[config.mk]
export PLATFORM = sky130hd
export DESIGN_NAME = motor_position_limit_controller_core
export DESIGN_NICKNAME = d
export VERILOG_FILES = /design/src/rtl/mplc_pkg.sv /design/src/rtl/mplc_in_stage.sv /design/src/rtl/mplc_ctrl.sv /design/src/rtl/motor_position_limit_controller_core.sv
export SDC_FILE = /design/constraint.sdc
export NUM_CORES = 1
export LEC_CHECK = 0
export BUFFER_PORTS_ARGS = -buffer_cell sky130_fd_sc_hd__buf_2
export CAP_MARGIN = 10
export CORE_AREA = 2 2 82 143
export DETAILED_ROUTE_END_ITERATION = 8
export DIE_AREA = 0 0 84 145
export PLACE_DENSITY = 0.75
export SYNTH_ARGS = -nofsm -noshare
export SYNTH_HDL_FRONTEND = slang
export SYNTH_SLANG_ARGS = --single-unit
[constraint.sdc]
create_clock -name clk -period 5.2 [get_ports clk]
set_input_delay 1.3 -clock clk [delete_from_list [all_inputs] [get_ports clk]]
set_output_delay 1.3 -clock clk [all_outputs]
set_load 0.02 [all_outputs]
[src/rtl/mplc_pkg.sv]
// Shared types, codes and constants for the motor position limit controller.
// No dependencies; imported by every module of the block.
`default_nettype none
package mplc_pkg;

	// Width of the counted position and of the target field.
	localparam int unsigned PosBits = 16;
	// Largest PWM compare value; the timer period is 100 counts.
	localparam int unsigned DutyMax = 100 - 1;
	// Register reset values.
	localparam int unsigned DutyReset = 50;
	localparam int unsigned WindowReset = 50;

	typedef logic signed [PosBits-1:0] pos_t;
	typedef logic [6:0] duty_t;
	typedef logic [7:0] count_t;

	// Input item commands.
	typedef enum logic [1:0] {
		CMD_SET_TARGET = 2'd0,
		CMD_PULSE      = 2'd1,
		CMD_HOME       = 2'd2,
		CMD_HOME_TICK  = 2'd3
	} cmd_t;

	// Motor direction codes as shown on the result channel.
	typedef enum logic [1:0] {
		DIR_STOP = 2'd0,
		DIR_IN   = 2'd1,
		DIR_OUT  = 2'd2
	} dir_t;

	// Configuration register indexes.
	typedef enum logic {
		REG_DRIVE_DUTY   = 1'b0,
		REG_READY_WINDOW = 1'b1
	} reg_idx_t;

	// One input item as held in the input register.
	typedef struct packed {
		cmd_t cmd;
		pos_t target;
		logic low_sw;
		logic high_sw;
	} item_t;

	// Configuration write bundle.
	typedef struct packed {
		logic     we;
		reg_idx_t index;
		logic [7:0] data;
	} cfg_wr_t;

	localparam pos_t PosMax = {1'b0, {(PosBits-1){1'b1}}};
	localparam pos_t PosMin = {1'b1, {(PosBits-1){1'b0}}};

endpackage
`default_nettype wire

[src/rtl/mplc_in_stage.sv]
// Input register of the motor position limit controller.
// Depends on mplc_pkg for the item type.
`default_nettype none
module mplc_in_stage (
	input  wire logic           clk,
	input  wire logic           arst_n,
	input  wire logic           in_valid,
	output logic                in_ready,
	input  wire mplc_pkg::item_t in_item,
	input  wire logic           advance,
	output logic                valid_s1,
	output mplc_pkg::item_t     item_s1
);
	import mplc_pkg::*;

	// The register takes a new item when empty or when its item moves on.
	assign in_ready = !valid_s1 || advance;

	// Valid flag of the held item.
	always_ff @(posedge clk or negedge arst_n) begin
		if (!arst_n) begin
			valid_s1 <= 1'b0;
		end else if (in_ready) begin
			valid_s1 <= in_valid;
		end
	end

	// Payload needs no reset.
	always_ff @(posedge clk) begin
		if (in_valid && in_ready) begin
			item_s1 <= in_item;
		end
	end

endmodule
`default_nettype wire

[src/rtl/mplc_ctrl.sv]
// Controller state, event update logic and result register.
// Depends on mplc_pkg for types, codes and constants.
`default_nettype none
module mplc_ctrl (
	input  wire logic             clk,
	input  wire logic             arst_n,
	input  wire mplc_pkg::cfg_wr_t cfg,
	input  wire logic             valid_s1,
	input  wire mplc_pkg::item_t  item_s1,
	output logic                  advance,
	output logic                  out_valid,
	input  wire logic             out_ready,
	output mplc_pkg::dir_t        dir_q,
	output mplc_pkg::duty_t       duty_q,
	output logic                  bridge_q,
	output mplc_pkg::pos_t        pos_q,
	output logic                  max_q,
	output logic                  homing_q
);
	import mplc_pkg::*;

	duty_t  drive_duty_q;
	count_t ready_window_q;
	pos_t   target_q;
	count_t window_q;
	count_t hit_q;

	dir_t   dir_d;
	duty_t  duty_d;
	logic   bridge_d;
	pos_t   pos_d;
	logic   max_d;
	logic   homing_d;
	pos_t   target_d;
	count_t window_d;
	count_t hit_d;

	duty_t  run_duty;
	count_t win_size;
	pos_t   stepped;
	count_t window_inc;
	count_t hit_inc;

	// The state registers double as the result register: they only change
	// when the shown result has been taken or none is shown.
	assign advance = valid_s1 && (!out_valid || out_ready);

	// Configuration registers.
	always_ff @(posedge clk or negedge arst_n) begin
		if (!arst_n) begin
			drive_duty_q   <= duty_t'(DutyReset);
			ready_window_q <= count_t'(WindowReset);
		end else if (cfg.we) begin
			unique case (cfg.index)
				REG_DRIVE_DUTY:   drive_duty_q <= cfg.data[6:0];
				REG_READY_WINDOW: ready_window_q <= cfg.data;
				default:          ;
			endcase
		end
	end

	// Duty saturates at the period limit; a zero window acts as one sample.
	assign run_duty = (drive_duty_q > duty_t'(DutyMax)) ? duty_t'(DutyMax) : drive_duty_q;
	assign win_size = (ready_window_q == '0) ? count_t'(1) : ready_window_q;
	assign window_inc = window_q + count_t'(1);
	assign hit_inc = hit_q + count_t'(item_s1.low_sw);

	// One saturating step of the position in the current direction.
	always_comb begin
		stepped = pos_q;
		if (dir_q == DIR_IN && pos_q != PosMax) begin
			stepped = pos_q + pos_t'(1);
		end else if (dir_q == DIR_OUT && pos_q != PosMin) begin
			stepped = pos_q - pos_t'(1);
		end
	end

	// Next state for the held item.
	always_comb begin
		dir_d    = dir_q;
		duty_d   = duty_q;
		bridge_d = bridge_q;
		pos_d    = pos_q;
		max_d    = max_q;
		homing_d = homing_q;
		target_d = target_q;
		window_d = window_q;
		hit_d    = hit_q;
		unique case (item_s1.cmd)
			CMD_SET_TARGET: begin
				target_d = item_s1.target;
				if (item_s1.target < pos_q) begin
					duty_d = run_duty;
					dir_d  = DIR_OUT;
				end else if (item_s1.target > pos_q && !max_q) begin
					duty_d = run_duty;
					dir_d  = DIR_IN;
				end
			end
			CMD_PULSE: begin
				pos_d = item_s1.low_sw ? pos_t'(0) : stepped;
				if (pos_d == target_q) begin
					dir_d = DIR_STOP;
				end
				if (item_s1.high_sw && dir_d == DIR_IN) begin
					max_d = 1'b1;
					dir_d = DIR_STOP;
				end else begin
					max_d = 1'b0;
				end
			end
			CMD_HOME: begin
				bridge_d = 1'b1;
				dir_d    = DIR_OUT;
				duty_d   = run_duty;
				homing_d = 1'b1;
				window_d = '0;
				hit_d    = '0;
			end
			CMD_HOME_TICK: begin
				if (homing_q) begin
					window_d = window_inc;
					hit_d    = hit_inc;
					if (window_inc >= win_size) begin
						// A full window of active samples ends homing.
						if (hit_inc == window_inc) begin
							duty_d   = '0;
							dir_d    = DIR_STOP;
							bridge_d = 1'b0;
							homing_d = 1'b0;
						end
						window_d = '0;
						hit_d    = '0;
					end
				end
			end
			default: ;
		endcase
	end

	// State and result valid.
	always_ff @(posedge clk or negedge arst_n) begin
		if (!arst_n) begin
			out_valid <= 1'b0;
			dir_q     <= DIR_STOP;
			duty_q    <= '0;
			bridge_q  <= 1'b0;
			pos_q     <= '0;
			max_q     <= 1'b0;
			homing_q  <= 1'b0;
			target_q  <= '0;
			window_q  <= '0;
			hit_q     <= '0;
		end else begin
			if (advance) begin
				out_valid <= 1'b1;
				dir_q     <= dir_d;
				duty_q    <= duty_d;
				bridge_q  <= bridge_d;
				pos_q     <= pos_d;
				max_q     <= max_d;
				homing_q  <= homing_d;
				target_q  <= target_d;
				window_q  <= window_d;
				hit_q     <= hit_d;
			end else if (out_ready) begin
				out_valid <= 1'b0;
			end
		end
	end

endmodule
`default_nettype wire

[src/rtl/motor_position_limit_controller_core.sv]
// Top level of the motor position limit controller.
// Depends on mplc_pkg, mplc_in_stage and mplc_ctrl.
//
// Usage: events enter on the input channel (in_valid/in_ready) with cmd,
// target and the two limit switch levels. Every item yields exactly one
// result on the output channel (out_valid/out_ready) showing the motor
// direction, PWM duty, bridge enable, position, at-max flag and homing
// status as they stand after that event.
// From input acceptance to out_valid, the item waits in the input register
// while the update logic forms the next controller state, which is
// registered and itself serves as the result register.
// Throughput is one item per cycle while the receiver takes every result;
// the single state update per cycle is what sets that figure.
// When the receiver stalls, the result holds and the input register still
// takes one more item; after that in_ready drops until the result is taken.
// Configuration writes (cfg_we, cfg_index, cfg_data) take effect at once
// and are meant to happen only while the block is idle.
// Reset clears all state, empties both registers and loads both
// configuration registers with 50.
`default_nettype none
module motor_position_limit_controller_core (
	input  wire logic                clk,
	input  wire logic                arst_n,
	input  wire logic                cfg_we,
	input  wire logic                cfg_index,
	input  wire logic [7:0]          cfg_data,
	input  wire logic                in_valid,
	output logic                     in_ready,
	input  wire logic [1:0]          cmd,
	input  wire logic signed [15:0]  target,
	input  wire logic                low_switch_active,
	input  wire logic                high_switch_active,
	output logic                     out_valid,
	input  wire logic                out_ready,
	output logic [1:0]               direction,
	output logic [6:0]               pwm_duty,
	output logic                     driver_enable,
	output logic signed [15:0]       position,
	output logic                     at_max,
	output logic                     homing_busy
);
	import mplc_pkg::*;

	item_t   in_item;
	item_t   item_s1;
	logic    valid_s1;
	logic    advance;
	cfg_wr_t cfg;
	dir_t    dir_q;

	assign in_item = '{cmd: cmd_t'(cmd), target: pos_t'(target),
		low_sw: low_switch_active, high_sw: high_switch_active};
	assign cfg = '{we: cfg_we, index: reg_idx_t'(cfg_index), data: cfg_data};

	// Input register.
	mplc_in_stage u_in (
		.clk      (clk),
		.arst_n   (arst_n),
		.in_valid (in_valid),
		.in_ready (in_ready),
		.in_item  (in_item),
		.advance  (advance),
		.valid_s1 (valid_s1),
		.item_s1  (item_s1)
	);

	// State update and result.
	mplc_ctrl u_ctrl (
		.clk       (clk),
		.arst_n    (arst_n),
		.cfg       (cfg),
		.valid_s1  (valid_s1),
		.item_s1   (item_s1),
		.advance   (advance),
		.out_valid (out_valid),
		.out_ready (out_ready),
		.dir_q     (dir_q),
		.duty_q    (pwm_duty),
		.bridge_q  (driver_enable),
		.pos_q     (position),
		.max_q     (at_max),
		.homing_q  (homing_busy)
	);

	assign direction = 2'(dir_q);

endmodule
`default_nettype wire

==> summary.txt, run 1 <==
Run status
  • Status: finished clean

Power and ir drop
  • Peak supply drop: 220 uV
  • PnR Total Power: 2.49 mW
  • P per Cell Area: 373 nW/um^2
  • Leak pwr: 2.94 nW

Global route
  • Largest net degree at the start of global routing: 78
  • Initial antenna violation count: 0
  • Total GRT Usage: 27.1%
  • Number of global-route vias before repair: 5,160
  • Global-route wire length before repair: 25,900 um
  • Grt ovf: 0

Run
  • Max cap viols: 0

Clocking
  • Clock root buffer: clkbuf_16
  • Post-CTS Hold Fix Bufs: 0
  • Clock Pin Slew Worst Setup and Hold Paths: 0.08 ns
  • Setup Fix Bufs, Post-CTS: 0
  • CTS Buf Count: 9
  • Resized Gates After CTS: 0
  • Clock insertion delay at the later pin of the skew report: 0.36 ns
  • CTS Buffer Depth: 2
  • Clock Sinks: 97
  • H-tree Lvls: 3
  • CTS tree: built

Cells and area
  • Post-Layout Inst Area: 6690 sq um
  • Post-Layout Cell Count: 794
  • ANT cells: 0
  • Layout Nets: 720
  • Area taken by multi-input logic gates: 3220 sq um
  • # fillers: 934
  • Share of post-route cells with drive strength above 1: 20.4%
  • Synth-to-Final Area Change: 10.6%
  • Reg area: 2530 sq um

Worst setup path
  • Critical path required time: 5.42 ns
  • Worst r2r src: u_ctrl.pos_q[0]
  • Worst reg2reg endpoint: u_ctrl.max_q
  • CP Max Fanout: 11
  • R2R depth: 10
  • Nature of the critical path endpoint: flop
  • Crit Path Class: flop to flop
  • Crit. Startpoint: u_ctrl.pos_q[0]
  • CP startpoint kind: flop
  • CP arrival: 3.96 ns
  • Reg-to-reg setup timing slack: 1.46 ns

Routing
  • Drt first pass iters: 5
  • Vias per std cell: 6.33
  • Routed Antenna Nets: 0
  • Vias: 5,026
  • Post-Route WL: 16,000 um
  • DRC: 0
  • Routed wire length per instance: 20.2 um
  • Initial drt markers: 310

Floorplan
  • Die Ht: 145 um
  • Row cnt: 51
  • Die X-Extent: 84 um
  • I/O pins: 64
  • Initial core utilization: 54.8%
  • Die area: 12,200 sq um
  • Placeable Area: 11,000 sq um

Synth
  • Cell taking the most area after synthesis: dfrtp_1
  • Mapped Area: 6050 sq um
  • Top-count cell post-synth: dfrtp_1
  • Async SR Flop Fraction: 79.4%
  • Yosys warning total: 0
  • Syn_area_per_cell: 9.91 sq um
  • Fraction of the yosys area taken by sequential cells: 41.9%
  • Post-synth top cells: dfrtp_1, nand2_1, o21ai_0
  • Yosys cell types: 69
  • Yosys top cell area share: 29.4%
  • Main area contributors after synthesis: dfrtp_1, edfxtp_1, ha_1
  • FF+latch count, synth: 97
  • Syn nets: 673
  • Post-synth EDFFs: 20
  • Main synth FF type: dfrtp_1
  • Cells after Synth: 610

Hold path
  • Worst hold endpoint: u_ctrl.target_q[11]
  • Hold Path Stages: 1
  • Hold_sp: u_in.item_s1[13]
  • Hold WC Path Type: flop to flop

Timing
  • RSZ-0062 raised after global routing: no
  • Fin. max-slew vios: 0
  • Worst-Margin Slew: 1.02 ns
  • Finish-stage setup viols: 0
  • WHS: 0.504 ns
  • Final hold violation count: 0
  • Max frequency: 267 MHz
  • Slew margin rel.: 31.9%
  • Min Clock Period, post-route: 3.74 ns
  • Max Clock Skew: 0.0145 ns
  • Final Cycle Share: 71.9%
  • Sum Neg Setup Slack: 0 ns

Place
  • Cell area after placement: 6380 sq um
  • Placed Instances: 778
  • Post-DP HPWL: 12,200 um
  • Port buffer count: 63
  • Routability cong.: 0.961
[critical path: stages, from the launching register on]
cell and delay (ns):
dfrtp_1 0.54, ha_1 0.31, and4_1 0.34, nand4_1 0.27, and2_1 0.29, o22ai_1 0.37, mux2_4 0.34, a2111oi_2 0.40
nand4_1 0.22, nor4_4 0.40, o21ai_1 0.13
[worst max-delay path by stage]
stage                       to  slack [ns]  cells past startpoint
2_1_floorplan  u_ctrl.dir_q[1]        1.95                     10
3_3_place_gp   u_ctrl.dir_q[1]        1.72                     10
3_5_place_dp      u_ctrl.max_q        1.58                     10
4_1_cts           u_ctrl.max_q        1.52                     10
5_1_grt           u_ctrl.max_q        1.23                     10
6_report          u_ctrl.max_q        1.46                     10
[stage by stage]
stage	util [%]	setup slack, ns
2_1_floorplan	-	1.95
5_1_grt	60.6	1.23
3_3_place_gp	57.8	1.72
4_1_cts	60.6	1.52
6_report	60.6	1.46
3_5_place_dp	57.8	1.58
[report_power, final]
group / switching, mW / total (mW) / leakage, nW / internal, mW
sequential: 0.146 / 1.04 / 1.13 / 0.891
combinational: 0.445 / 0.757 / 1.65 / 0.313
clock: 0.329 / 0.698 / 0.155 / 0.369
total: 0.920 / 2.49 / 2.94 / 1.57
[sequential cells by signal, indices dropped and copies added (netlist names), 2 cells and up]
register	cells
u_ctrl.dir_q	2
u_ctrl.ready_window_q	8
u_ctrl.pos_q	16
u_ctrl.drive_duty_q	7
u_ctrl.window_q	8
u_ctrl.hit_q	8
u_ctrl.duty_q	7
u_ctrl.target_q	16
u_in.item_s1	20
[final cells by class]
type                    instances  share of cell area (%)
clock buffers                  10                    3.74
well taps                     132                    2.47
repair buffers                 64                    4.87
flip-flops and latches         97                    37.9
clock inverters                 6                   0.898
multi-input cells             450                    48.1
inverters                      35                    1.96
[placed cells by master (no fill, tap or decap), types with 3 or more instances in the layout]
cell and instances:
nand4b_1 3, xnor2_1 23, nor2b_1 7, and3_1 9, dfstp_2 6, buf_2 62
a21oi_1 22, nand2_1 58, nor4_4 3, ha_1 29, or3_1 10, mux2_2 32
inv_1 35, o21ai_0 48, nand2b_1 10, a31oi_1 3, a41oi_1 4, nor3_1 13
o31ai_1 16, nand4_1 11, a21o_1 11, and4_1 4, inv_8 3, and2_1 8
mux2i_1 6, edfxtp_1 20, xor2_1 13, nor2_1 23, nor4_1 10, clkbuf_16 10
o22ai_1 9, nand3_1 22, dfrtp_1 71
[kinds of logic (layout without fill, tap and decap cells)]
| logic type | Yosys count | after routing | share of synthesized area [%] |
|---|---|---|---|
| and+or+nand+nor | 206 | 206 | 19.0 |
| adders and majority gates | 29 | 29 | 6.00 |
| AOI/OAI and AO/OA | 138 | 138 | 15.1 |
| xor gates and xnor gates | 38 | 38 | 5.96 |
| muxes | 39 | 39 | 7.20 |
| buffers and inverters | 63 | 115 | 4.82 |
| DFF | 97 | 97 | 41.9 |
[layer usage]
metal  track usage, %  up-vias  wire, um
li1                 -     2322         -
met4             16.6        0      1000
met1             27.8     2426      5640
met5                0        -         0
met2             49.1      206      8640
met3             5.63       72       764
Power figures use the tool's default switching activity.
==> inputs of run 2 (changes only) <==
--- a/config.mk
+++ b/config.mk
@@ -7,10 +7,10 @@
 export LEC_CHECK = 0
 export BUFFER_PORTS_ARGS = -buffer_cell sky130_fd_sc_hd__buf_2
 export CAP_MARGIN = 10
-export CORE_AREA = 2 2 82 143
+export CORE_AREA = 2 2 83 145
 export DETAILED_ROUTE_END_ITERATION = 8
-export DIE_AREA = 0 0 84 145
-export PLACE_DENSITY = 0.75
+export DIE_AREA = 0 0 85 147
+export PLACE_DENSITY = 0.76
 export SYNTH_ARGS = -nofsm -noshare
 export SYNTH_HDL_FRONTEND = slang
 export SYNTH_SLANG_ARGS = --single-unit
==> constraint.sdc (replaced) <==
create_clock -name clk -period 3.1 [get_ports clk]
set_input_delay 0.775 -clock clk [delete_from_list [all_inputs] [get_ports clk]]
set_output_delay 0.775 -clock clk [all_outputs]
set_load 0.02 [all_outputs]
==> run 2 against run 1 <==
  * Sequential share of layout area shrank 3.1 points
  * Register-to-register slack worse by 1.4 ns
  * Die area up 2.6%
  * Non-clock buffer count is 64 higher
  * Clock skew down 0.0028 ns
  * Clock power is 56% higher
  * Combinational power increased by 110%
  * Critical path depth stayed put
  * Largest power group unchanged
==> summary.txt, run 2 (synthesis gave the netlist of run 1 again) <==
Timing
  • Slew margin rel.: 48.5% (+17 points)
  • Finish-stage setup viols: 0 (unchanged)
  • Worst-Margin Slew: 0.773 ns (-0.249 ns)
  • Max Clock Skew: 0.0117 ns (-0.00282 ns)
  • Final hold violation count: 0 (unchanged)
  • Fin. max-slew vios: 0 (unchanged)
  • Setup ws final: 0.0199 ns (-1.44 ns)
  • Min Clock Period, post-route: 3.08 ns (-0.659 ns)
  • WHS: 0.415 ns (-0.0892 ns)
  • Final Cycle Share: 99.4% (+27 points)
  • Sum Neg Setup Slack: 0 ns (unchanged)
  • Max frequency: 325 MHz (+21%)

Floorplan
  • Die Ht: 147 um (+1.4%)
  • Initial core utilization: 53.1% (-1.7 points)
  • Row cnt: 52 (+2.0%)
  • Placeable Area: 11,400 sq um (+3.1%)
  • I/O pins: 64 (unchanged)
  • Die X-Extent: 85 um (+1.2%)
  • Die area: 12,500 sq um (+2.6%)

Cells and area
  • Commonest non-fill, non-tap cell in the layout: buf_4
  • Most frequent cells in the layout: buf_4, dfrtp_1, buf_2
  • Final Util: 64.3% (+3.7 points)
  • Biggest regs: u_in.item_s1 x20, u_ctrl.pos_q x16, u_ctrl.target_q x16
  • Max reg flops: 20 (unchanged)
  • Layout Nets: 784 (+8.9%)
  • Synth-to-Final Area Change: 21.0%
  • Reg with most FFs: u_in.item_s1
  • ANT cells: 0 (unchanged)
  • Post-Layout Cell Count: 861 (+8.4%)
  • Share of post-route cells with drive strength above 1: 32.4% (+12 points)
  • # fillers: 921 (-1.4%)
  • Post-Layout Inst Area: 7320 sq um (+9.4%)

Worst setup path
  • Nature of the critical path endpoint: flop
  • CP Max Fanout: 5 (-6)
  • Levels on crit path: 10 (unchanged)
  • Critical path required time: 3.32 ns (-2.10 ns)
  • Worst path bufs/invs: 1 (+1)
  • Slowest stage delay, CP: 0.46 ns (-0.08 ns)
  • CP startpoint kind: flop
  • CP Cell Sequence: buf_4 > nor3_2 > and4_4 > nand2b_4 > o41a_4 > xnor3_1 > or4b_1 > o211a_1 > nor4_4 > o21ai_1
  • R2R depth: 10 (unchanged)
  • CP top delay family: simple AND/OR/NAND/NOR gates
  • CP arrival: 3.30 ns (-0.66 ns)
  • Crit Path Class: flop to flop
  • Slowest-stage cell, CP: o41a_4

Routing
  • Drt first pass iters: 6 (+1)
  • Routed wire length per instance: 19.9 um (-1.5%)
  • Vias: 5,314 (+5.7%)
  • Vias per std cell: 6.17 (-2.5%)
  • Routed Antenna Nets: 0 (unchanged)
  • Post-Route WL: 17,100 um (+6.8%)
  • Initial drt markers: 320 (+3.2%)
  • DRC: 0 (unchanged)

Place
  • Post-DP HPWL: 13,100 um (+6.9%)
  • Port buffer count: 63 (unchanged)
  • Dpl ws: -0.0228 ns (-1.60 ns)
  • Placed Instances: 837 (+7.6%)
  • Cell area after placement: 6830 sq um (+7.2%)
  • Routability cong.: 0.926 (-3.7%)

Global route
  • Grt ovf: 0 (unchanged)
  • Initial antenna violation count: 0 (unchanged)
  • Global-route wire length before repair: 27,100 um (+4.8%)
  • Total GRT Usage: 27.9% (+0.86 points)
  • Number of global-route vias before repair: 5,309 (+2.9%)
  • Largest net degree at the start of global routing: 78 (unchanged)

Hold path
  • Hold WC Path Type: input pin to async pin

Clocking
  • CTS Buf Count: 9 (unchanged)
  • Clock Pin Slew Worst Setup and Hold Paths: 0.08 ns (about the same)
  • H-tree Lvls: 3 (unchanged)
  • Clock Sinks: 97 (unchanged)
  • CTS tree: built
  • Clock insertion delay at the later pin of the skew report: 0.35 ns (about the same)
  • CTS Buffer Depth: 2 (unchanged)
  • Clock root buffer: clkbuf_16

Power and ir drop
  • P per Cell Area: 600 nW/um^2 (+61%)
  • Leak pwr: 3.27 nW (+11%)
  • Peak supply drop: 412 uV (+87%)
  • PnR Total Power: 4.39 mW (+76%)

Run
  • Max cap viols: 0 (unchanged)

Run status
  • Status: finished clean
## run 2: power breakdown
group	switching, mW	internal [mW]
combinational	0.875	0.716
clock	0.524	0.567
sequential	0.205	1.50
total	1.60	2.78
## run 2: final cells by class
cell class              instances  area (sq um)  share of cell area (%)
clock inverters                 6          57.6                   0.787
multi-input cells             450          3350                    45.8
flip-flops and latches         97          2540                    34.8
clock buffers                  10           229                    3.13
repair buffers                128           831                    11.4
inverters                      35           131                    1.80
well taps                     135           169                    2.31
## run 2: worst register-to-register path, stage by stage (launching register included)
cell and delay (ns):
dfrtp_2 0.44, buf_4 0.15, nor3_2 0.22, and4_4 0.30, nand2b_4 0.08, o41a_4 0.46, xnor3_1 0.18, or4b_1 0.46
o211a_1 0.18, nor4_4 0.39, o21ai_1 0.10
## run 2: metal layers
metal	global-route usage (%)	share of wire [%]	vias to the layer above	wire (um)
met5	0	0	-	0
met4	16.3	5.4	0	933
met3	4.33	4.5	58	764
met2	51.3	56	209	9530
met1	29.2	34	2596	5910
li1	-	-	2451	-
## run 2: final timing paths
check                                      from                  to  slack, ns
worst max-delay path            u_ctrl.pos_q[0]     u_ctrl.dir_q[0]       0.02
worst min-delay path                     arst_n     u_ctrl.pos_q[3]       0.41
worst max register to register  u_ctrl.pos_q[0]     u_ctrl.dir_q[0]       0.02
worst min register to register  u_ctrl.hit_q[0]     u_ctrl.hit_q[0]       0.49
max in group asynchronous                arst_n  u_ctrl.window_q[2]       2.27
min in group clk                u_ctrl.hit_q[0]     u_ctrl.hit_q[0]       0.49
## run 2: repair_timing
action	4_1_cts	5_1_grt
setup buffers	0	8
hold buffers	0	0
pin swaps	0	14
gates resized for setup	5	36
setup endpoints to repair	5	16
gates cloned	0	0
==> inputs of run 3 (changes only) <==
--- a/config.mk
+++ b/config.mk
@@ -7,9 +7,10 @@
 export LEC_CHECK = 0
 export BUFFER_PORTS_ARGS = -buffer_cell sky130_fd_sc_hd__buf_2
 export CAP_MARGIN = 10
-export CORE_AREA = 2 2 83 145
+export CORE_AREA = 2 2 122 100
 export DETAILED_ROUTE_END_ITERATION = 8
-export DIE_AREA = 0 0 85 147
+export DIE_AREA = 0 0 124 102
+export MAX_ROUTING_LAYER = met4
 export PLACE_DENSITY = 0.76
 export SYNTH_ARGS = -nofsm -noshare
 export SYNTH_HDL_FRONTEND = slang
==> run 3 against run 2 <==
  * Core utilization rose by 0.51 points
  * Largest cell class unchanged
  * Critical path type unchanged
  * Via count decreased by 0.17%
  * Routed wire length is 2.9% lower
  * Highest routed layer unchanged
  * Sequential power about the same
  * Power is 1.9% higher
  * Global-route usage is 0.22 points higher
  * Fmax up 1.6%
  * Final cell count is 1.9% higher
  * Clock power up 4%
  * Non-clock buffer count is 3 higher
  * Flip-flop and latch count unchanged
==> summary.txt, run 3 (synthesis gave the netlist of run 1 again) <==
Floorplan
  • Die X-Extent: 124 um (+46%)
  • Die area: 12,600 sq um (+1.2%)
  • Initial core utilization: 53.1% (unchanged)
  • Row cnt: 35 (-33%)
  • Die Ht: 102 um (-31%)
  • I/O pins: 64 (unchanged)
  • Placeable Area: 11,400 sq um (unchanged)

Clocking
  • Clock insertion delay at the later pin of the skew report: 0.36 ns (about the same)
  • Clock root buffer: clkbuf_16
  • Clock Sinks: 97 (unchanged)
  • H-tree Lvls: 3 (unchanged)
  • Clock Pin Slew Worst Setup and Hold Paths: 0.07 ns (about the same)
  • Post-CTS Hold Fix Bufs: 0 (unchanged)
  • CTS Buf Count: 9 (unchanged)
  • CTS Buffer Depth: 2 (unchanged)
  • CTS tree: built

Place
  • Port buffer count: 63 (unchanged)
  • Cell area after placement: 6810 sq um (-0.35%)
  • Post-DP HPWL: 12,500 um (-4.5%)
  • Routability cong.: 0.934 (+0.88%)

Worst setup path
  • Worst reg2reg endpoint: u_ctrl.dir_q[1]
  • Critical path required time: 3.34 ns (+0.02 ns)
  • Worst r2r src: u_ctrl.pos_q[1]
  • CP Cell Sequence: buf_4 > nor3_4 > and4_4 > nand2b_4 > o41a_4 > xnor3_1 > or4b_1 > o211a_1 > nor4_4 > o211ai_2
  • Nature of the critical path endpoint: flop
  • CP arrival: 3.27 ns (-0.03 ns)
  • CP Max Fanout: 6 (+1)
  • R2R depth: 10 (unchanged)
  • Reg-to-reg setup timing slack: 0.07 ns (+0.05 ns)
  • Slowest-stage cell, CP: or4b_1
  • Slowest stage delay, CP: 0.48 ns (+0.02 ns)
  • Crit Path Class: flop to flop
  • CP startpoint kind: flop

Routing
  • WL met1: 7900 um (+34%)
  • Routed Antenna Nets: 0 (unchanged)
  • Vias: 5,305 (-0.17%)
  • Drt first pass iters: 6 (unchanged)
  • DR WL met2: 7080 um (-26%)
  • Top layer in use: met4
  • Vias per std cell: 6.05 (-2.0%)
  • Routed wire length per instance: 19.0 um (-4.6%)
  • Initial drt markers: 481 (+50%)
  • Met3 Wirelength: 1240 um (+63%)
  • DRC: 0 (unchanged)
  • Post-Route WL: 16,600 um (-2.9%)

Global route
  • Global-route wire length before repair: 26,300 um (-3.0%)
  • Largest net degree at the start of global routing: 59 (-24%)
  • Initial antenna violation count: 0 (unchanged)
  • Number of global-route vias before repair: 5,007 (-5.7%)
  • Grt ovf: 0 (unchanged)
  • Total GRT Usage: 28.2% (+0.22 points)

Cells and area
  • Commonest non-fill, non-tap cell in the layout: buf_4
  • Most frequent cells in the layout: buf_4, dfrtp_1, buf_2
  • Reg with most FFs: u_in.item_s1
  • ANT cells: 0 (unchanged)
  • Share of post-route cells with drive strength above 1: 32.1% (-0.27 points)
  • Layout Nets: 787 (+0.38%)
  • Biggest regs: u_in.item_s1 x20, u_ctrl.pos_q x16, u_ctrl.target_q x16
  • Synth-to-Final Area Change: 22.0%
  • Max reg flops: 20 (unchanged)
  • # fillers: 933 (+1.3%)
  • Post-Layout Inst Area: 7370 sq um (+0.79%)

Timing
  • Finish-stage setup viols: 0 (unchanged)
  • Final Cycle Share: 97.8% (-1.6 points)
  • Min Clock Period, post-route: 3.03 ns (-0.0489 ns)
  • Final hold violation count: 0 (unchanged)
  • Worst-Margin Slew: 0.917 ns (+0.144 ns)
  • WHS: 0.485 ns (+0.0705 ns)
  • Fin. max-slew vios: 0 (unchanged)
  • Max Clock Skew: 0.00658 ns (-0.00512 ns)
  • Slew margin rel.: 38.9% (-9.6 points)
  • Max frequency: 330 MHz (+1.6%)

Power and ir drop
  • Leak pwr: 3.29 nW (+0.65%)
  • P per Cell Area: 606 nW/um^2 (+1.1%)
  • Peak supply drop: 509 uV (+24%)
  • PnR Total Power: 4.47 mW (+1.9%)

Run
  • Max cap viols: 0 (unchanged)

Run status
  • Status: finished clean

Hold path
  • Hold WC Path Type: input pin to async pin
run 3: stage by stage:
step                      utilization [%]  setup WS (ns)  instances  setup TNS, ns
final                                64.8         0.0688        877              0
after global routing                 64.8        -0.0654        877         -0.274
after CTS                            62.6         0.0248        865              0
after detailed placement             59.8         0.0159        848              0
after global placement               59.8         0.0567        848              0
after floorplan                         -         0.0248        610              0
run 3: where the power goes:
group / switching (mW) / internal, mW / leakage, nW / total [mW]
registers: 0.202 / 1.50 / 1.13 / 1.70
clock network: 0.554 / 0.571 / 0.148 / 1.13
logic: 0.915 / 0.728 / 2.01 / 1.64
run 3: how the worst max path moves through the flow:
stage / endpoint / slack, ns / depth (start not counted) / from
floorplan: u_ctrl.dir_q[1] / 0.02 / 10 / u_ctrl.pos_q[1]
global placement: u_ctrl.dir_q[1] / 0.06 / 11 / u_ctrl.pos_q[0]
detailed placement: u_ctrl.dir_q[1] / 0.02 / 11 / u_ctrl.pos_q[0]
CTS: u_ctrl.duty_q[1] / 0.02 / 12 / u_ctrl.pos_q[15]
global route: u_ctrl.hit_q[7] / -0.07 / 13 / u_ctrl.window_q[0]
finish: u_ctrl.dir_q[1] / 0.07 / 10 / u_ctrl.pos_q[1]
run 3: cell type report:
type / count / area [sq um] / share of cell area (%)
clock buffers: 9 / 225 / 3.05
clock inverters: 7 / 75.1 / 1.02
inverters: 35 / 135 / 1.83
multi-input cells: 450 / 3380 / 45.8
flip-flops and latches: 97 / 2540 / 34.5
well taps: 148 / 185 / 2.51
repair buffers: 131 / 836 / 11.3
run 3: routing by layer:
layer  vias up  GRT usage (%)
li1       2455              -
met2       232           38.7
met5         -              -
met4         0           9.68
met3        41           4.85
met1      2577           41.9
run 3: timing repair:
| item | 4_1_cts | 5_1_grt |
|---|---|---|
| endpoints found under the hold margin | 0 | 0 |
| buffers inserted | 1 | 12 |
| cloned | 0 | 0 |
| pin swaps | 1 | 15 |
| setup endpoints to repair | 1 | 17 |
| resized for setup | 1 | 38 |
run 3: worst max-delay path, delay by kind of cell, from the launching register on:
family                 cells  cell delay [ns]
buffers and inverters      1             0.17
AO/OA/AOI/OAI              3             0.72
flip-flops                 1             0.44
AND/OR/NAND/NOR            5             1.40
XOR/XNOR                   1             0.18
